--- src/design/lfr_pkg.sv ---
`timescale 1ns / 1ps
// ----------------------------------------------------------------------------
// lfr_pkg
// Shared types, codes and helpers for the LED frame packet receiver.
// ----------------------------------------------------------------------------
package lfr_pkg;

  // Protocol bytes
  localparam logic [7:0] START_BYTE = 8'h9C;
  localparam logic [7:0] TYPE_DATA  = 8'hDA;
  localparam logic [7:0] TYPE_CMD   = 8'hC0;
  localparam logic [7:0] TYPE_RESP  = 8'hAA;
  localparam logic [7:0] END_BYTE   = 8'h36;
  localparam logic [7:0] ACK_BYTE   = 8'hAC;

  // Result kinds
  localparam logic [2:0] KIND_PIXEL  = 3'd0;
  localparam logic [2:0] KIND_COMMIT = 3'd1;
  localparam logic [2:0] KIND_CLEAR  = 3'd2;
  localparam logic [2:0] KIND_ACK    = 3'd3;
  localparam logic [2:0] KIND_DROP   = 3'd4;

  // Error codes
  localparam logic [2:0] ERR_NONE      = 3'd0;
  localparam logic [2:0] ERR_BAD_START = 3'd1;
  localparam logic [2:0] ERR_SHORT     = 3'd2;
  localparam logic [2:0] ERR_BAD_END   = 3'd3;
  localparam logic [2:0] ERR_BAD_TYPE  = 3'd4;
  localparam logic [2:0] ERR_BAD_SLICE = 3'd5;

  // Header byte positions
  localparam int          POS_W       = 17;
  localparam logic [16:0] POS_START   = 17'd0;
  localparam logic [16:0] POS_TYPE    = 17'd1;
  localparam logic [16:0] POS_LEN_HI  = 17'd2;
  localparam logic [16:0] POS_LEN_LO  = 17'd3;
  localparam logic [16:0] POS_INDEX   = 17'd4;
  localparam logic [16:0] POS_COUNT   = 17'd5;
  localparam logic [16:0] POS_PAYLOAD = 17'd6;

  // Configuration
  localparam int          APB_AW         = 2;
  localparam logic [1:0]  ADDR_MATRIX    = 2'd0;
  localparam logic [15:0] MATRIX_RESET   = 16'd256;

  // Slice base divider: one quotient bit per cycle
  localparam int DIV_STEPS = 16;
  localparam int DIV_CNT_W = $clog2(DIV_STEPS);

  typedef enum logic [2:0] {
    ST_RUN = 3'b001,
    ST_DIV = 3'b010,
    ST_MUL = 3'b100
  } lfr_state_t;

  typedef struct packed {
    logic accept;    // input beat taken this cycle
    logic div_step;  // one restoring-division step
    logic mul_load;  // scale quotient by slice index and load base
  } lfr_cmd_t;

  typedef struct packed {
    logic need_div;  // accepted count byte of a valid data frame
    logic out_stall; // result register full and not being taken
  } lfr_stat_t;

  // Remainder modulo 3 of a 16-bit value by base-4 digit folding
  function automatic logic [1:0] mod3_16(input logic [15:0] v);
    logic [4:0] s;
    logic [2:0] t;
    logic [2:0] u;
    s = '0;
    for (int i = 0; i < 8; i++) begin
      s = s + 5'(v[2*i +: 2]);
    end
    t = 3'(s[1:0]) + 3'(s[3:2]) + 3'(s[4]);
    u = 3'(t[1:0]) + 3'(t[2]);
    if (u >= 3'd3) begin
      u = u - 3'd3;
    end
    return u[1:0];
  endfunction

endpackage

--- src/design/lfr_in_if.sv ---
`timescale 1ns / 1ps
// ----------------------------------------------------------------------------
// lfr_in_if
// Packet byte channel: one byte and its last-byte mark per beat.
// ----------------------------------------------------------------------------
interface lfr_in_if;
  logic       valid;
  logic       ready;
  logic [7:0] data_byte;
  logic       last_byte;

  modport source (output valid, data_byte, last_byte, input ready);
  modport sink   (input valid, data_byte, last_byte, output ready);
endinterface

--- src/design/lfr_out_if.sv ---
`timescale 1ns / 1ps
// ----------------------------------------------------------------------------
// lfr_out_if
// Result channel: one pixel write, commit, clear, ack or drop per beat.
// ----------------------------------------------------------------------------
interface lfr_out_if;
  logic        valid;
  logic        ready;
  logic [2:0]  result_kind;
  logic [15:0] pixel_index;
  logic [7:0]  red;
  logic [7:0]  green;
  logic [7:0]  blue;
  logic [7:0]  ack_byte;
  logic [2:0]  error_code;

  modport source (output valid, result_kind, pixel_index, red, green, blue,
                  ack_byte, error_code, input ready);
  modport sink   (input valid, result_kind, pixel_index, red, green, blue,
                  ack_byte, error_code, output ready);
endinterface

--- src/design/lfr_ctrl.sv ---
`timescale 1ns / 1ps
// ----------------------------------------------------------------------------
// lfr_ctrl
// Sequencer: byte acceptance, slice-base division and scaling steps.
// ----------------------------------------------------------------------------
module lfr_ctrl (
  input  logic               clk,
  input  logic               rst_n,
  input  logic               in_valid,
  output logic               in_ready,
  input  lfr_pkg::lfr_stat_t stat,
  output lfr_pkg::lfr_cmd_t  cmd
);

  lfr_pkg::lfr_state_t                state_r, state_nxt;
  logic [lfr_pkg::DIV_CNT_W-1:0]      cnt_r, cnt_nxt;

  localparam logic [lfr_pkg::DIV_CNT_W-1:0] CNT_LAST =
    lfr_pkg::DIV_CNT_W'(lfr_pkg::DIV_STEPS - 1);

  assign in_ready     = (state_r == lfr_pkg::ST_RUN) && !stat.out_stall;
  assign cmd.accept   = in_ready && in_valid;
  assign cmd.div_step = (state_r == lfr_pkg::ST_DIV);
  assign cmd.mul_load = (state_r == lfr_pkg::ST_MUL);

  always_comb begin
    state_nxt = state_r;
    cnt_nxt   = cnt_r;
    case (state_r)
      lfr_pkg::ST_RUN: begin
        if (cmd.accept && stat.need_div) begin
          state_nxt = lfr_pkg::ST_DIV;
          cnt_nxt   = '0;
        end
      end
      lfr_pkg::ST_DIV: begin
        cnt_nxt = cnt_r + 1'b1;
        if (cnt_r == CNT_LAST) begin
          state_nxt = lfr_pkg::ST_MUL;
        end
      end
      lfr_pkg::ST_MUL: begin
        state_nxt = lfr_pkg::ST_RUN;
      end
      default: begin
        state_nxt = lfr_pkg::ST_RUN;
      end
    endcase
  end

  always_ff @(posedge clk) begin
    if (!rst_n) begin
      state_r <= lfr_pkg::ST_RUN;
      cnt_r   <= '0;
    end else begin
      state_r <= state_nxt;
      cnt_r   <= cnt_nxt;
    end
  end

  a_div_len: assert property (@(posedge clk) disable iff (!rst_n)
    (state_r == lfr_pkg::ST_DIV && cnt_r == CNT_LAST) |=> state_r == lfr_pkg::ST_MUL)
    else $error("divider did not hand over to scaling after its last step");

  a_mul_one: assert property (@(posedge clk) disable iff (!rst_n)
    state_r == lfr_pkg::ST_MUL |=> state_r == lfr_pkg::ST_RUN)
    else $error("scaling step did not return to byte acceptance");

  a_div_go: assert property (@(posedge clk) disable iff (!rst_n)
    (cmd.accept && stat.need_div) |=> (state_r == lfr_pkg::ST_DIV && cnt_r == '0))
    else $error("count byte of a data frame did not start the divider");

endmodule

--- src/design/lfr_dpath.sv ---
`timescale 1ns / 1ps
// ----------------------------------------------------------------------------
// lfr_dpath
// Packet parse registers, slice-base divider and multiplier, result register.
// ----------------------------------------------------------------------------
module lfr_dpath (
  input  logic               clk,
  input  logic               rst_n,
  input  lfr_pkg::lfr_cmd_t  cmd,
  output lfr_pkg::lfr_stat_t stat,
  input  logic [7:0]         in_data,
  input  logic               in_last,
  input  logic               cfg_we,
  input  logic [15:0]        cfg_wdata,
  output logic [15:0]        matrix_pixels,
  input  logic               out_ready,
  output logic               out_valid,
  output logic [2:0]         out_kind,
  output logic [15:0]        out_index,
  output logic [7:0]         out_red,
  output logic [7:0]         out_green,
  output logic [7:0]         out_blue,
  output logic [7:0]         out_ack,
  output logic [2:0]         out_err
);

  // Packet state
  logic [16:0] pos_r,    pos_nxt;
  logic [7:0]  ftype_r,  ftype_nxt;
  logic [15:0] flen_r,   flen_nxt;
  logic [15:0] limit_r,  limit_nxt;
  logic [7:0]  snum_r,   snum_nxt;
  logic [7:0]  stot_r,   stot_nxt;
  logic [15:0] base_r,   base_nxt;
  logic [15:0] offs_r,   offs_nxt;
  logic [1:0]  phase_r,  phase_nxt;
  logic [7:0]  red_r,    red_nxt;
  logic [7:0]  grn_r,    grn_nxt;
  logic [7:0]  blu_r,    blu_nxt;
  logic        drop_r,   drop_nxt;
  logic [15:0] matrix_r, matrix_nxt;

  // Divider
  logic [15:0] quo_r, quo_nxt;
  logic [7:0]  rem_r, rem_nxt;
  logic [8:0]  trial;
  logic [8:0]  diff;
  logic        ge;
  logic [7:0]  snum_m1;
  logic [23:0] prod;

  // Result register
  logic        ov_r, ov_nxt;
  logic [2:0]  kind_r, kind_nxt;
  logic [15:0] idx_r, idx_nxt;
  logic [7:0]  ored_r, ored_nxt;
  logic [7:0]  ogrn_r, ogrn_nxt;
  logic [7:0]  oblu_r, oblu_nxt;
  logic [7:0]  ack_r, ack_nxt;
  logic [2:0]  err_r, err_nxt;

  // Per-byte scratch
  logic        res;
  logic [16:0] p;
  logic [16:0] pix_sum;
  logic        need_div;

  assign matrix_pixels  = matrix_r;
  assign stat.need_div  = need_div;
  assign stat.out_stall = ov_r && !out_ready;

  assign out_valid = ov_r;
  assign out_kind  = kind_r;
  assign out_index = idx_r;
  assign out_red   = ored_r;
  assign out_green = ogrn_r;
  assign out_blue  = oblu_r;
  assign out_ack   = ack_r;
  assign out_err   = err_r;

  // Restoring division step and slice scaling
  assign trial   = {rem_r, quo_r[15]};
  assign diff    = trial - {1'b0, stot_r};
  assign ge      = (trial >= {1'b0, stot_r});
  assign snum_m1 = snum_r - 8'd1;
  assign prod    = 24'(quo_r) * 24'(snum_m1);

  assign p       = pos_r - lfr_pkg::POS_PAYLOAD;
  assign pix_sum = {1'b0, base_r} + {1'b0, offs_r};

  always_comb begin
    pos_nxt    = pos_r;
    ftype_nxt  = ftype_r;
    flen_nxt   = flen_r;
    limit_nxt  = limit_r;
    snum_nxt   = snum_r;
    stot_nxt   = stot_r;
    base_nxt   = base_r;
    offs_nxt   = offs_r;
    phase_nxt  = phase_r;
    red_nxt    = red_r;
    grn_nxt    = grn_r;
    blu_nxt    = blu_r;
    drop_nxt   = drop_r;
    matrix_nxt = cfg_we ? cfg_wdata : matrix_r;
    quo_nxt    = quo_r;
    rem_nxt    = rem_r;
    need_div   = 1'b0;

    res      = 1'b0;
    kind_nxt = lfr_pkg::KIND_PIXEL;
    idx_nxt  = '0;
    ored_nxt = '0;
    ogrn_nxt = '0;
    oblu_nxt = '0;
    ack_nxt  = '0;
    err_nxt  = lfr_pkg::ERR_NONE;

    if (cmd.div_step) begin
      rem_nxt = ge ? diff[7:0] : trial[7:0];
      quo_nxt = {quo_r[14:0], ge};
    end
    if (cmd.mul_load) begin
      base_nxt = (|prod[23:16]) ? 16'hFFFF : prod[15:0];
    end

    if (cmd.accept) begin
      if (!drop_r) begin
        if (pos_r == lfr_pkg::POS_START) begin
          if (in_data != lfr_pkg::START_BYTE) begin
            res      = 1'b1;
            kind_nxt = lfr_pkg::KIND_DROP;
            err_nxt  = lfr_pkg::ERR_BAD_START;
            drop_nxt = 1'b1;
          end
        end else if (pos_r == lfr_pkg::POS_TYPE) begin
          ftype_nxt = in_data;
        end else if (pos_r == lfr_pkg::POS_LEN_HI) begin
          flen_nxt = {in_data, 8'd0};
        end else if (pos_r == lfr_pkg::POS_LEN_LO) begin
          flen_nxt = {flen_r[15:8], in_data};
        end else if (pos_r == lfr_pkg::POS_INDEX) begin
          snum_nxt  = in_data;
          // whole RGB triples end here
          limit_nxt = flen_r - 16'(lfr_pkg::mod3_16(flen_r));
        end else if (pos_r == lfr_pkg::POS_COUNT) begin
          stot_nxt  = in_data;
          offs_nxt  = '0;
          phase_nxt = '0;
          if (ftype_r == lfr_pkg::TYPE_DATA) begin
            if (snum_r == 8'd0 || in_data == 8'd0) begin
              res      = 1'b1;
              kind_nxt = lfr_pkg::KIND_DROP;
              err_nxt  = lfr_pkg::ERR_BAD_SLICE;
              drop_nxt = 1'b1;
            end else begin
              need_div = !in_last;
              quo_nxt  = matrix_r;
              rem_nxt  = '0;
            end
          end
        end else begin
          if (ftype_r == lfr_pkg::TYPE_CMD) begin
            if (p == 17'd1) begin
              red_nxt = in_data;
            end else if (p == 17'd2) begin
              grn_nxt = in_data;
            end else if (p == 17'd3) begin
              blu_nxt = in_data;
            end
          end else if (ftype_r == lfr_pkg::TYPE_DATA && p < {1'b0, limit_r}) begin
            if (phase_r == 2'd0) begin
              red_nxt   = in_data;
              phase_nxt = 2'd1;
            end else if (phase_r == 2'd1) begin
              grn_nxt   = in_data;
              phase_nxt = 2'd2;
            end else begin
              if (pix_sum < {1'b0, matrix_r}) begin
                res      = 1'b1;
                kind_nxt = lfr_pkg::KIND_PIXEL;
                idx_nxt  = pix_sum[15:0];
                ored_nxt = red_r;
                ogrn_nxt = grn_r;
                oblu_nxt = in_data;
              end
              offs_nxt  = offs_r + 16'd1;
              phase_nxt = 2'd0;
            end
          end
          if (p == {1'b0, flen_r}) begin
            if (in_data != lfr_pkg::END_BYTE) begin
              res      = 1'b1;
              kind_nxt = lfr_pkg::KIND_DROP;
              idx_nxt  = '0;
              ored_nxt = '0;
              ogrn_nxt = '0;
              oblu_nxt = '0;
              err_nxt  = lfr_pkg::ERR_BAD_END;
              drop_nxt = 1'b1;
            end else if (ftype_r == lfr_pkg::TYPE_DATA) begin
              res      = 1'b1;
              kind_nxt = lfr_pkg::KIND_COMMIT;
              idx_nxt  = '0;
              ored_nxt = '0;
              ogrn_nxt = '0;
              oblu_nxt = '0;
              drop_nxt = 1'b1;
            end else if (ftype_r == lfr_pkg::TYPE_RESP) begin
              res      = 1'b1;
              kind_nxt = lfr_pkg::KIND_ACK;
              ack_nxt  = lfr_pkg::ACK_BYTE;
              drop_nxt = 1'b1;
            end else if (ftype_r != lfr_pkg::TYPE_CMD) begin
              res      = 1'b1;
              kind_nxt = lfr_pkg::KIND_DROP;
              err_nxt  = lfr_pkg::ERR_BAD_TYPE;
              drop_nxt = 1'b1;
            end
          end
          // clear colour once both the end byte and the blue byte are in
          if (!drop_nxt && ftype_r == lfr_pkg::TYPE_CMD && p >= {1'b0, flen_r} &&
              p >= 17'd3) begin
            res      = 1'b1;
            kind_nxt = lfr_pkg::KIND_CLEAR;
            ored_nxt = red_nxt;
            ogrn_nxt = grn_nxt;
            oblu_nxt = blu_nxt;
            drop_nxt = 1'b1;
          end
        end
        if (!drop_nxt) begin
          pos_nxt = pos_r + 17'd1;
        end
      end

      if (in_last) begin
        // short packet replaces whatever this byte produced
        if (!drop_nxt) begin
          res      = 1'b1;
          kind_nxt = lfr_pkg::KIND_DROP;
          idx_nxt  = '0;
          ored_nxt = '0;
          ogrn_nxt = '0;
          oblu_nxt = '0;
          ack_nxt  = '0;
          err_nxt  = lfr_pkg::ERR_SHORT;
        end
        need_div  = 1'b0;
        pos_nxt   = '0;
        ftype_nxt = '0;
        flen_nxt  = '0;
        limit_nxt = '0;
        snum_nxt  = '0;
        stot_nxt  = '0;
        base_nxt  = '0;
        offs_nxt  = '0;
        phase_nxt = '0;
        red_nxt   = '0;
        grn_nxt   = '0;
        blu_nxt   = '0;
        drop_nxt  = 1'b0;
      end
    end

    ov_nxt = res ? 1'b1 : (ov_r && !out_ready);
  end

  always_ff @(posedge clk) begin
    if (!rst_n) begin
      pos_r    <= '0;
      ftype_r  <= '0;
      flen_r   <= '0;
      limit_r  <= '0;
      snum_r   <= '0;
      stot_r   <= '0;
      base_r   <= '0;
      offs_r   <= '0;
      phase_r  <= '0;
      red_r    <= '0;
      grn_r    <= '0;
      blu_r    <= '0;
      drop_r   <= 1'b0;
      matrix_r <= lfr_pkg::MATRIX_RESET;
      ov_r     <= 1'b0;
    end else begin
      pos_r    <= pos_nxt;
      ftype_r  <= ftype_nxt;
      flen_r   <= flen_nxt;
      limit_r  <= limit_nxt;
      snum_r   <= snum_nxt;
      stot_r   <= stot_nxt;
      base_r   <= base_nxt;
      offs_r   <= offs_nxt;
      phase_r  <= phase_nxt;
      red_r    <= red_nxt;
      grn_r    <= grn_nxt;
      blu_r    <= blu_nxt;
      drop_r   <= drop_nxt;
      matrix_r <= matrix_nxt;
      ov_r     <= ov_nxt;
    end
  end

  // Divider and result payload: no reset needed
  always_ff @(posedge clk) begin
    quo_r <= quo_nxt;
    rem_r <= rem_nxt;
    if (res) begin
      kind_r <= kind_nxt;
      idx_r  <= idx_nxt;
      ored_r <= ored_nxt;
      ogrn_r <= ogrn_nxt;
      oblu_r <= oblu_nxt;
      ack_r  <= ack_nxt;
      err_r  <= err_nxt;
    end
  end

  a_pix_in_matrix: assert property (@(posedge clk) disable iff (!rst_n)
    (ov_r && kind_r == lfr_pkg::KIND_PIXEL) |-> (idx_r < matrix_r))
    else $error("pixel result lies outside the matrix");

  a_err_only_drop: assert property (@(posedge clk) disable iff (!rst_n)
    ov_r |-> ((kind_r == lfr_pkg::KIND_DROP) == (err_r != lfr_pkg::ERR_NONE)))
    else $error("error code and drop kind disagree");

  a_no_overwrite: assert property (@(posedge clk) disable iff (!rst_n)
    (ov_r && !out_ready) |-> !res)
    else $error("new result would overwrite an untaken one");

endmodule

--- src/design/led_frame_packet_receiver.sv ---
`timescale 1ns / 1ps
// ----------------------------------------------------------------------------
// led_frame_packet_receiver
// Byte-wise LED frame packet parser with APB-style configuration.
// ----------------------------------------------------------------------------
// A result beat is registered and appears in the cycle after the byte beat that
// causes it. One byte per cycle while input is not stalled; after the
//   packet-count byte of a good data frame, input stalls for 16 restoring-divider
//   steps (matrix_pixels / count) and a step to scale by index - 1 and saturate.
// A pending result that is not taken holds off the next byte beat.
// Reset (rst_n low, synchronous): packet state clears, matrix_pixels = 256.
// ----------------------------------------------------------------------------
module led_frame_packet_receiver (
  input  logic                         clk,
  input  logic                         rst_n,
  lfr_in_if.sink                       in_bus,
  lfr_out_if.source                    out_bus,
  input  logic                         psel,
  input  logic                         penable,
  input  logic                         pwrite,
  input  logic [lfr_pkg::APB_AW-1:0]   paddr,
  input  logic [31:0]                  pwdata,
  output logic [31:0]                  prdata,
  output logic                         pready
);

  lfr_pkg::lfr_cmd_t  cmd;
  lfr_pkg::lfr_stat_t stat;
  logic               cfg_we;
  logic [15:0]        matrix_pixels;

  // Configuration: single register, zero wait states. Write on the access
  // phase; ignore any address other than the matrix size register.
  assign pready = 1'b1;
  assign cfg_we = psel && penable && pwrite && (paddr == lfr_pkg::ADDR_MATRIX);
  assign prdata = (paddr == lfr_pkg::ADDR_MATRIX) ? {16'd0, matrix_pixels} : 32'd0;

  // Sequencer: gates byte beats while the result register is blocked or the
  // slice-base divider is running.
  lfr_ctrl u_ctrl (
    .clk      (clk),
    .rst_n    (rst_n),
    .in_valid (in_bus.valid),
    .in_ready (in_bus.ready),
    .stat     (stat),
    .cmd      (cmd)
  );

  // Datapath: header capture, pixel placement, frame end checks and the
  // registered result beat.
  lfr_dpath u_dpath (
    .clk           (clk),
    .rst_n         (rst_n),
    .cmd           (cmd),
    .stat          (stat),
    .in_data       (in_bus.data_byte),
    .in_last       (in_bus.last_byte),
    .cfg_we        (cfg_we),
    .cfg_wdata     (pwdata[15:0]),
    .matrix_pixels (matrix_pixels),
    .out_ready     (out_bus.ready),
    .out_valid     (out_bus.valid),
    .out_kind      (out_bus.result_kind),
    .out_index     (out_bus.pixel_index),
    .out_red       (out_bus.red),
    .out_green     (out_bus.green),
    .out_blue      (out_bus.blue),
    .out_ack       (out_bus.ack_byte),
    .out_err       (out_bus.error_code)
  );

endmodule
--- src/flat_wrapper.sv ---
// flat-port wrapper written by rule: the top's interface ports become plain ports
module led_frame_packet_receiver_flat 
  (clk, rst_n, psel, penable, pwrite, paddr, pwdata, prdata, pready, in_bus_valid, in_bus_data_byte, in_bus_last_byte, in_bus_ready, out_bus_valid, out_bus_result_kind, out_bus_pixel_index, out_bus_red, out_bus_green, out_bus_blue, out_bus_ack_byte, out_bus_error_code, out_bus_ready);
  lfr_in_if in_bus_i ();
  lfr_out_if out_bus_i ();
  input  logic clk;
  input  logic rst_n;
  input  logic psel;
  input  logic penable;
  input  logic pwrite;
  input  logic [lfr_pkg::APB_AW-1:0] paddr;
  input  logic [31:0] pwdata;
  output logic [31:0] prdata;
  output logic pready;
  input wire logic [$bits(in_bus_i.valid)-1:0] in_bus_valid;
  input wire logic [$bits(in_bus_i.data_byte)-1:0] in_bus_data_byte;
  input wire logic [$bits(in_bus_i.last_byte)-1:0] in_bus_last_byte;
  output wire logic [$bits(in_bus_i.ready)-1:0] in_bus_ready;
  output wire logic [$bits(out_bus_i.valid)-1:0] out_bus_valid;
  output wire logic [$bits(out_bus_i.result_kind)-1:0] out_bus_result_kind;
  output wire logic [$bits(out_bus_i.pixel_index)-1:0] out_bus_pixel_index;
  output wire logic [$bits(out_bus_i.red)-1:0] out_bus_red;
  output wire logic [$bits(out_bus_i.green)-1:0] out_bus_green;
  output wire logic [$bits(out_bus_i.blue)-1:0] out_bus_blue;
  output wire logic [$bits(out_bus_i.ack_byte)-1:0] out_bus_ack_byte;
  output wire logic [$bits(out_bus_i.error_code)-1:0] out_bus_error_code;
  input wire logic [$bits(out_bus_i.ready)-1:0] out_bus_ready;
  assign in_bus_i.valid = in_bus_valid;
  assign in_bus_i.data_byte = in_bus_data_byte;
  assign in_bus_i.last_byte = in_bus_last_byte;
  assign in_bus_ready = in_bus_i.ready;
  assign out_bus_valid = out_bus_i.valid;
  assign out_bus_result_kind = out_bus_i.result_kind;
  assign out_bus_pixel_index = out_bus_i.pixel_index;
  assign out_bus_red = out_bus_i.red;
  assign out_bus_green = out_bus_i.green;
  assign out_bus_blue = out_bus_i.blue;
  assign out_bus_ack_byte = out_bus_i.ack_byte;
  assign out_bus_error_code = out_bus_i.error_code;
  assign out_bus_i.ready = out_bus_ready;
  led_frame_packet_receiver u_core (.clk(clk), .rst_n(rst_n), .in_bus(in_bus_i), .out_bus(out_bus_i), .psel(psel), .penable(penable), .pwrite(pwrite), .paddr(paddr), .pwdata(pwdata), .prdata(prdata), .pready(pready));
endmodule
--- config.mk ---
export PLATFORM = sky130hd
export DESIGN_NAME = led_frame_packet_receiver_flat
export DESIGN_NICKNAME = d
export VERILOG_FILES = /design/src/design/lfr_pkg.sv /design/src/design/lfr_in_if.sv /design/src/design/lfr_out_if.sv /design/src/design/lfr_ctrl.sv /design/src/design/lfr_dpath.sv /design/src/design/led_frame_packet_receiver.sv /design/src/flat_wrapper.sv
export SDC_FILE = /design/constraint.sdc
export NUM_CORES = 1
export LEC_CHECK = 0
export ABC_AREA = 1
export CAP_MARGIN = 20
export CORE_ASPECT_RATIO = 0.9
export CORE_MARGIN = 3
export CORE_UTILIZATION = 50
export DETAILED_ROUTE_END_ITERATION = 8
export DONT_BUFFER_PORTS = 1
export SLEW_MARGIN = 20
export SYNTH_ARGS = -nofsm -noshare
export SYNTH_HDL_FRONTEND = slang
export SYNTH_SLANG_ARGS = --single-unit
--- constraint.sdc ---
create_clock -name clk -period 9.9 [get_ports clk]
set_clock_uncertainty 0.2 [all_clocks]
set_input_delay 1.485 -clock clk [delete_from_list [all_inputs] [get_ports clk]]
set_output_delay 1.485 -clock clk [all_outputs]
set_load 0.01 [all_outputs]
==> impl_metrics.env, run 1 <==
export IMPL_drv_slew=0
export IMPL_syn_inst=2599
export IMPL_power_sequential_fraction_pct=43.0
export IMPL_p_sw_share_pct=27.2
export IMPL_vias=16600
export IMPL_tritoncts="done"
export IMPL_synth_xor_area_share_pct=3.57
export IMPL_die_x_um=211
export IMPL_synth_yosys_seq_area_share_pct=26.5
export IMPL_finalWorstPathRequiredPeriod_ps=7660
export IMPL_p_comb_share_pct=12.8
export IMPL_grt_max_degree=51
export IMPL_cts_repair_timing_setup_buffer_count=0
export IMPL_r2r_start="u_core.u_dpath.snum_r[0]"
export IMPL_slowest_delay_ps=800
export IMPL_floorplan_die_height_um=190
export IMPL_portBuffers=0
export IMPL_setup_worst_path_start="u_core.u_dpath.snum_r[0]"
export IMPL_yosys_area_top_type_share_pct=19.1
export IMPL_worst_hold_path_type="reg -> reg"
export IMPL_power_static_leakage_nw=8.85
export IMPL_fin_crit_sh_pct=77.4
export IMPL_cpMaxStageDelayCell="sky130_fd_sc_hd__nor2_1"
export IMPL_number_of_nets_with_antenna_violations_after_detailed_routing=0
export IMPL_cellPowerDensity_nw_per_um2=116
export IMPL_drc=0
export IMPL_endpoint_of_the_worst_hold_timing_path="u_core.u_dpath.stot_r[3]"
export IMPL_wl_mm=52.1
export IMPL_vdd_ir_drop_max_mv=0.106
export IMPL_power_clock_fraction_pct=44.2
export IMPL_whs_ps=259
export IMPL_yosys_reg_bits=227
export IMPL_synth_compound_area_share_pct=13.0
export IMPL_finalNonFillerCells=3043
export IMPL_syn_area_per_cell_sq_um=7.27
export IMPL_grt_total_usage_pct=25.8
export IMPL_ff2ff_path_depth=27
export IMPL_worst_skew_pair_late_latency_ps=550
export IMPL_critPathArrivalTime_ps=7900
export IMPL_synthSimpleGateAreaFrac_pct=25.9
export IMPL_synth_top_cell_by_area="sky130_fd_sc_hd__dfxtp_1"
export IMPL_final_hold_viol_count=0
export IMPL_io_pins=139
export IMPL_fp_row_count=66
export IMPL_htree_levels=1
export IMPL_die_area_sq_um=40200
export IMPL_yosys_top_cells_area="sky130_fd_sc_hd__dfxtp_1 19%, sky130_fd_sc_hd__fa_1 11%, sky130_fd_sc_hd__nand2_1 9.8%"
export IMPL_multi_input_area_sq_um=11800
export IMPL_crit_path_max_fanout=16
export IMPL_startpoint_type="flop"
export IMPL_setup_worst_path_end_class="flop"
export IMPL_min_delay_path_depth=2
export IMPL_synthFlopType="sky130_fd_sc_hd__dfxtp_1"
export IMPL_syn_area_sq_um=18900
export IMPL_fill_cells=3637
export IMPL_synth_top_family_by_area="simple AND/OR/NAND/NOR gates"
export IMPL_starting_density_pct=51.4
export IMPL_via_count_of_the_first_global_routing_pass=15700
export IMPL_dpl_hpwl_mm=39.2
export IMPL_clockRootBuffer="sky130_fd_sc_hd__clkbuf_16"
export IMPL_clk_pin_slew_worst_paths_ps=70
export IMPL_worst_path_most_repeated_cell="sky130_fd_sc_hd__nand2_1"
export IMPL_cts_made_buffers=26
export IMPL_area_growth_syn_to_layout_pct=5.99
export IMPL_ff_latch_area_sq_um=5010
export IMPL_hold_path_startpoint="u_core.u_dpath.stot_r[3]"
export IMPL_p_int_mw=1.69
export IMPL_grt_antenna_before_repair=1
export IMPL_synth_adder_area_share_pct=19.4
export IMPL_routedWlPerCell_um=17.1
export IMPL_p_sw_mw=0.633
export IMPL_rsz0062_at_grt="false"
export IMPL_antennaDiodeCount=0
export IMPL_synth_edff_count=47
export IMPL_placed_cells_incl_taps=2995
export IMPL_achievable_frequency_mhz=130
export IMPL_placer_congestion=0.902
export IMPL_slew_headroom_pct=28.7
export IMPL_final_layout_size_suffix_gt1_share_pct=6.51
export IMPL_async_flop_share_pct=0
export IMPL_ctsHoldBuffers=0
export IMPL_run_status="finished clean"
export IMPL_worst_r2r_setup_slack_ps=2240
export IMPL_clock_sink_count=227
export IMPL_cts_buffer_depth=3
export IMPL_synth_mux_area_fraction_pct=0
export IMPL_route_detailed_vias_per_inst=5.45
export IMPL_regToRegEndpoint="u_core.u_dpath.base_r[14]"
export IMPL_timing_final_setup_violations=0
export IMPL_synth_cell_types=57
export IMPL_wire_length_of_the_first_global_routing_pass_mm=83.7
export IMPL_final_nets=2830
export IMPL_final_standard_cell_utilization_of_the_core_pct=54.5
export IMPL_drt_iter0_drc=1144
export IMPL_cp_required_ps=10140
export IMPL_timing_max_cap_violations=0
export IMPL_congestion_overflow_gr=0
export IMPL_detail_route_first_pass_iterations=6
export IMPL_critical_path_class="reg -> reg"
export IMPL_core_region_area_sq_um=36700
export IMPL_worst_pin_slew_ps=1070
export IMPL_synthesis_yosys_warnings=0
export IMPL_cts_resized_gates=0
export IMPL_final_setup_tns_ps=0
registers in the layout (all words and copies together), names as in the netlist, 4 cells and up:
name and cells:
u_core.u_dpath.pos_r 17, u_core.u_dpath.base_r 16, u_core.u_dpath.flen_r 16, u_core.u_dpath.limit_r 16, u_core.u_dpath.matrix_pixels 16, u_core.u_dpath.offs_r 16
u_core.u_dpath.out_index 16, u_core.u_dpath.quo_r 16, u_core.u_dpath.blu_r 8, u_core.u_dpath.ftype_r 8, u_core.u_dpath.grn_r 8, u_core.u_dpath.out_blue 8
u_core.u_dpath.out_green 8, u_core.u_dpath.out_red 8, u_core.u_dpath.red_r 8, u_core.u_dpath.rem_r 8, u_core.u_dpath.snum_r 8, u_core.u_dpath.stot_r 8
u_core.u_ctrl.cnt_r 4
stage by stage:
| stage | worst slack (ps) | total power [mW] | instance area [sq um] |
|---|---|---|---|
| after global placement | 2170 | 1.31 | 19100 |
| after detailed placement | 2160 | 1.32 | 19100 |
| after floorplan | 2820 | 1.25 | 19000 |
| after CTS | 2150 | 2.35 | 20000 |
| after global routing | 1680 | 2.43 | 20000 |
| final | 2240 | 2.32 | 20000 |
layer usage:
metal,global-route usage [%],share of wire (%)
met5,0,0.025
met4,9.07,3.8
met1,34.9,45
met3,3.32,5.1
met2,42.7,46
power by group through the flow:
stage	Sequential, mW	Combinational, mW	Clock, mW
3_5_place_dp	1.02	0.296	0
5_1_grt	1.00	0.343	1.09
4_1_cts	0.999	0.298	1.05
3_3_place_gp	1.02	0.288	0
6_report	0.999	0.297	1.03
2_1_floorplan	1.01	0.235	0
final cells by class:
cell class	count	share of cell area, %
Sequential cell	227	25.0
Clock buffer	31	3.55
Timing Repair Buffer	12	0.512
Inverter	420	7.88
Tap cell	476	2.97
Clock inverter	17	0.993
Multi-Input combinational cell	1860	59.1
worst max-delay path by stage:
stage	end	cells after the start
6_report	u_core.u_dpath.base_r[14]	27
3_3_place_gp	u_core.u_dpath.base_r[15]	26
5_1_grt	u_core.u_dpath.base_r[9]	27
4_1_cts	u_core.u_dpath.base_r[14]	24
3_5_place_dp	u_core.u_dpath.base_r[14]	24
2_1_floorplan	u_core.u_dpath.limit_r[15]	29
Yosys cell counts, drive strengths merged (3+ instances only):
library cell / number
a31oi: 9
nand2: 521
nand3: 107
dfxtp: 180
nor2: 312
nand4: 54
nor3: 46
nor3b: 4
a21oi: 221
o21bai: 4
buf: 54
fa: 101
o211ai: 13
xnor2: 15
nor4: 14
a22oi: 3
or2: 8
inv: 415
and2: 3
clkinv: 5
a21o: 4
o21a: 6
edfxtp: 47
ha: 132
a211oi: 21
xor2: 62
o21ai: 166
clkbuf: 57
nand3b: 6
layout by cell type, fill, tap and decap left out, types with 14 or more instances in the layout:
cell type                   Yosys  final
sky130_fd_sc_hd__nor2_4        21     21
sky130_fd_sc_hd__conb_1         2     21
sky130_fd_sc_hd__clkbuf_16      0     27
sky130_fd_sc_hd__nand2_1      494    492
sky130_fd_sc_hd__a21oi_1      213    213
sky130_fd_sc_hd__nor2_1       282    280
sky130_fd_sc_hd__o21ai_1       26     25
sky130_fd_sc_hd__fa_1         101    101
sky130_fd_sc_hd__nand3_1      101    101
sky130_fd_sc_hd__nor3_1        42     42
sky130_fd_sc_hd__a211oi_1      21     21
sky130_fd_sc_hd__dfxtp_1      180    180
sky130_fd_sc_hd__xor2_1        62     59
sky130_fd_sc_hd__inv_1        405    404
sky130_fd_sc_hd__o21ai_0      138    138
sky130_fd_sc_hd__nand4_1       54     54
sky130_fd_sc_hd__edfxtp_1      47     47
sky130_fd_sc_hd__nand2_2       19     21
sky130_fd_sc_hd__xnor2_1       15     14
sky130_fd_sc_hd__ha_1         132    132
worst max-delay path: cells and delay by family (launching register included):
kind	cells	cell delay, ps
adders and majority gates	5	2520
DFF	1	390
and+or+nand+nor	13	2450
AOI/OAI and AO/OA	2	400
buffers and inverters	5	660
xor gates and xnor gates	2	930
cell families (layout without fill, tap and decap cells):
group,after synthesis,in the layout
flops,227,227
other cells,2,21
fa+ha+maj,233,233
buf+inv,531,480
simple gates,1076,1076
xor+xnor,77,77
compound gates,453,453
Note: power is estimated with default switching activity, not from simulation.
==> inputs of run 2 (changes only) <==
--- a/config.mk
+++ b/config.mk
@@ -5,13 +5,14 @@
 export SDC_FILE = /design/constraint.sdc
 export NUM_CORES = 1
 export LEC_CHECK = 0
-export ABC_AREA = 1
+export ABC_AREA = 0
 export CAP_MARGIN = 20
 export CORE_ASPECT_RATIO = 0.9
 export CORE_MARGIN = 3
 export CORE_UTILIZATION = 50
 export DETAILED_ROUTE_END_ITERATION = 8
 export DONT_BUFFER_PORTS = 1
+export PLACE_DENSITY = 0.68
 export SLEW_MARGIN = 20
 export SYNTH_ARGS = -nofsm -noshare
 export SYNTH_HDL_FRONTEND = slang
==> constraint.sdc (replaced) <==
create_clock -name clk -period 6.9 [get_ports clk]
set_clock_uncertainty 0.2 [all_clocks]
set_input_delay 1.035 -clock clk [delete_from_list [all_inputs] [get_ports clk]]
set_output_delay 1.035 -clock clk [all_outputs]
set_load 0.01 [all_outputs]
==> run 2 against run 1 <==
The run now ends with negative setup slack left. Sequential power grew 40%. Critical path depth shrank 2. Final area shrank 4.8%. Hold slack lost 2.9 ps. Die area shrank 7.0%. Area after synthesis shrank 7.2%. Utilization grew 1.1 points. Register-to-register slack lost 2400 ps. Largest power group unchanged. Highest routed layer is now met4.
==> impl_metrics.env, run 2 <==
export IMPL_critPathArrivalTime_ps=7230
export IMPL_min_delay_path_depth=2
export IMPL_number_of_nets_with_antenna_violations_after_detailed_routing=0
export IMPL_placedInstanceArea_sq_um=18100
export IMPL_dpl_hpwl_mm=36.1
export IMPL_p_int_mw=2.28
export IMPL_post_layout_inst_area_sq_um=19100
export IMPL_placer_congestion=0.958
export IMPL_clk_pin_slew_worst_paths_ps=70
export IMPL_critical_path_class="reg -> reg"
export IMPL_final_setup_tns_ps=-374
export IMPL_grt_total_usage_pct=25.1
export IMPL_die_area_sq_um=37400
export IMPL_cts_buffer_depth=3
export IMPL_layout_setup_ws_ps=-117
export IMPL_htree_levels=1
export IMPL_clock_sink_count=227
export IMPL_p_sw_mw=0.757
export IMPL_final_layout_size_suffix_gt1_share_pct=7.73
export IMPL_setup_worst_path_end_class="flop"
export IMPL_p_comb_share_pct=7.1
export IMPL_synthesis_yosys_warnings=0
export IMPL_cellPowerDensity_nw_per_um2=159
export IMPL_layout_commonest_cell="sky130_fd_sc_hd__inv_1"
export IMPL_grt_max_degree=55
export IMPL_synth_yosys_seq_area_share_pct=28.6
export IMPL_mostFrequentLayoutCells="203 x sky130_fd_sc_hd__inv_1, 177 x sky130_fd_sc_hd__dfxtp_1, 168 x sky130_fd_sc_hd__nor2_1"
export IMPL_portBuffers=0
export IMPL_crit_path_max_fanout=3
export IMPL_yosys_area_top_type_share_pct=20.5
export IMPL_p_sw_share_pct=24.9
export IMPL_violations="negative setup slack"
export IMPL_detail_route_first_pass_iterations=6
export IMPL_core_region_area_sq_um=34300
export IMPL_starting_density_pct=51.2
export IMPL_async_flop_share_pct=0
export IMPL_drt_iter0_drc=1250
export IMPL_syn_area_per_cell_sq_um=8.52
export IMPL_routedWlPerCell_um=19.0
export IMPL_wire_length_of_the_first_global_routing_pass_mm=76.3
export IMPL_congestion_overflow_gr=0
export IMPL_area_growth_syn_to_layout_pct=8.75
export IMPL_drv_slew=0
export IMPL_ff2ff_path_depth=25
export IMPL_finalWorstPathRequiredPeriod_ps=7020
export IMPL_slew_headroom_pct=24.4
export IMPL_timing_final_setup_violations=6
export IMPL_tritoncts="done"
export IMPL_syn_area_sq_um=17500
export IMPL_fp_row_count=64
export IMPL_timing_max_cap_violations=0
export IMPL_synth_most_common_cell="sky130_fd_sc_hd__inv_1"
export IMPL_worst_pin_slew_ps=1130
export IMPL_clockRootBuffer="sky130_fd_sc_hd__clkbuf_16"
export IMPL_startpoint_type="flop"
export IMPL_largest_register="u_core.u_dpath.pos_r"
export IMPL_grt_antenna_before_repair=0
export IMPL_yosys_top_cells_area="sky130_fd_sc_hd__dfxtp_1 21%, sky130_fd_sc_hd__fa_1 12%, sky130_fd_sc_hd__ha_1 9.4%"
export IMPL_run_status="finished with violations"
export IMPL_synth_cell_types=79
export IMPL_power_static_leakage_nw=7.71
export IMPL_placed_cells_incl_taps=2469
export IMPL_worst_skew_pair_late_latency_ps=550
export IMPL_antennaDiodeCount=0
export IMPL_cts_made_buffers=26
export IMPL_vias=15000
export IMPL_report_power_total_mw=3.04
export IMPL_floorplan_die_height_um=184
export IMPL_whs_ps=256
export IMPL_synth_edff_count=47
export IMPL_synth_top_cell_by_area="sky130_fd_sc_hd__dfxtp_1"
export IMPL_synthFlopType="sky130_fd_sc_hd__dfxtp_1"
export IMPL_die_x_um=203
export IMPL_route_detailed_vias_per_inst=5.94
export IMPL_via_count_of_the_first_global_routing_pass=14000
export IMPL_yosys_reg_bits=227
export IMPL_rsz0062_at_grt="true"
export IMPL_drc=0
export IMPL_fill_cells=3147
export IMPL_power_clock_fraction_pct=46.7
export IMPL_largest_register_ffs=17
export IMPL_vdd_ir_drop_max_mv=0.213
export IMPL_worst_hold_path_type="reg -> reg"
export IMPL_syn_inst=2058
export IMPL_fin_crit_sh_pct=102
export IMPL_synth_top_cells_by_count="210 x sky130_fd_sc_hd__inv_1, 180 x sky130_fd_sc_hd__dfxtp_1, 171 x sky130_fd_sc_hd__nor2_1"
export IMPL_wl_mm=47.8
export IMPL_final_nets=2321
export IMPL_power_sequential_fraction_pct=46.2
export IMPL_achievable_frequency_mhz=143
export IMPL_cp_required_ps=7120
export IMPL_io_pins=139
export IMPL_finalNonFillerCells=2520
export IMPL_final_hold_viol_count=0
-- run 2: stage by stage --
stage                     setup slack (ps)  util [%]
after global routing                  -387      55.6
after floorplan                       -115         -
final                                 -117      55.6
after global placement                -146      52.8
after CTS                             -110      55.5
after detailed placement              -260      52.8
-- run 2: timing repair --
| action | in CTS | in global routing |
|---|---|---|
| hold buffers | 0 | 0 |
| pin swaps | 7 | 6 |
| cloned | 0 | 0 |
| gates resized for setup | 9 | 8 |
| endpoints found under the setup margin | 6 | 8 |
| hold endpoints to repair | 0 | 0 |
| buffers inserted | 1 | 2 |
-- run 2: worst max-delay path, cell delays in order (launching register included) --
cell and delay [ps]:
sky130_fd_sc_hd__dfxtp_2 330, sky130_fd_sc_hd__fa_1 560, sky130_fd_sc_hd__inv_2 50, sky130_fd_sc_hd__fa_1 480
sky130_fd_sc_hd__fa_1 510, sky130_fd_sc_hd__inv_2 40, sky130_fd_sc_hd__fa_1 450, sky130_fd_sc_hd__ha_2 210
sky130_fd_sc_hd__fa_1 500, sky130_fd_sc_hd__inv_2 50, sky130_fd_sc_hd__fa_2 390, sky130_fd_sc_hd__fa_2 390
sky130_fd_sc_hd__inv_2 80, sky130_fd_sc_hd__ha_4 200, sky130_fd_sc_hd__fa_2 360, sky130_fd_sc_hd__mux2_4 320
sky130_fd_sc_hd__inv_2 60, sky130_fd_sc_hd__ha_4 190, sky130_fd_sc_hd__a211oi_4 230, sky130_fd_sc_hd__nand3_2 120
sky130_fd_sc_hd__or4_4 450, sky130_fd_sc_hd__nor4_4 200, sky130_fd_sc_hd__nand2_1 120, sky130_fd_sc_hd__xnor2_1 130
sky130_fd_sc_hd__a22oi_1 200, sky130_fd_sc_hd__nor2_1 60
-- run 2: final timing paths --
path | slack [ps] | endpoint | from
worst max-delay path | -120 | u_core.u_dpath.limit_r[13] | u_core.u_dpath.flen_r[7]
worst min-delay path | 260 | u_core.u_dpath.stot_r[3] | u_core.u_dpath.stot_r[3]
worst max register to register | -120 | u_core.u_dpath.limit_r[13] | u_core.u_dpath.flen_r[7]
worst min register to register | 260 | u_core.u_dpath.stot_r[3] | u_core.u_dpath.stot_r[3]
-- run 2: metal layers --
metal,track usage [%],vias up,wire length [um]
met5,0,-,0
met4,3.99,0,774
met3,5.08,64,3800
met2,37.8,557,20500
met1,38.0,7300,22700
li1,-,7052,-
-- run 2: cell families after synthesis --
group           after synthesis  synth area share, %
fa+ha+maj                   233                 20.9
simple gates                734                 21.7
other cells                   2               0.0428
flops                       227                 28.6
buf+inv                     331                 7.68
xor+xnor                     65                 3.25
compound gates              441                 16.4
mux                          25                 1.44
-- run 2: final cells by class --
type	count	area [sq um]	share of cell area, %
tap	462	578	3.03
clock buffer	28	658	3.45
clock inverter	20	209	1.10
multi-input combinational	1519	11400	59.8
timing repair buffer	52	414	2.17
inverter	212	796	4.17
sequential	227	5020	26.3
-- run 2: power groups by stage --
stage / Clock [mW] / Sequential, mW / Combinational (mW)
floorplan: 0 / 1.43 / 0.152
global placement: 0 / 1.43 / 0.190
detailed placement: 0 / 1.43 / 0.193
CTS: 1.44 / 1.40 / 0.204
global route: 1.49 / 1.41 / 0.239
finish: 1.42 / 1.40 / 0.217
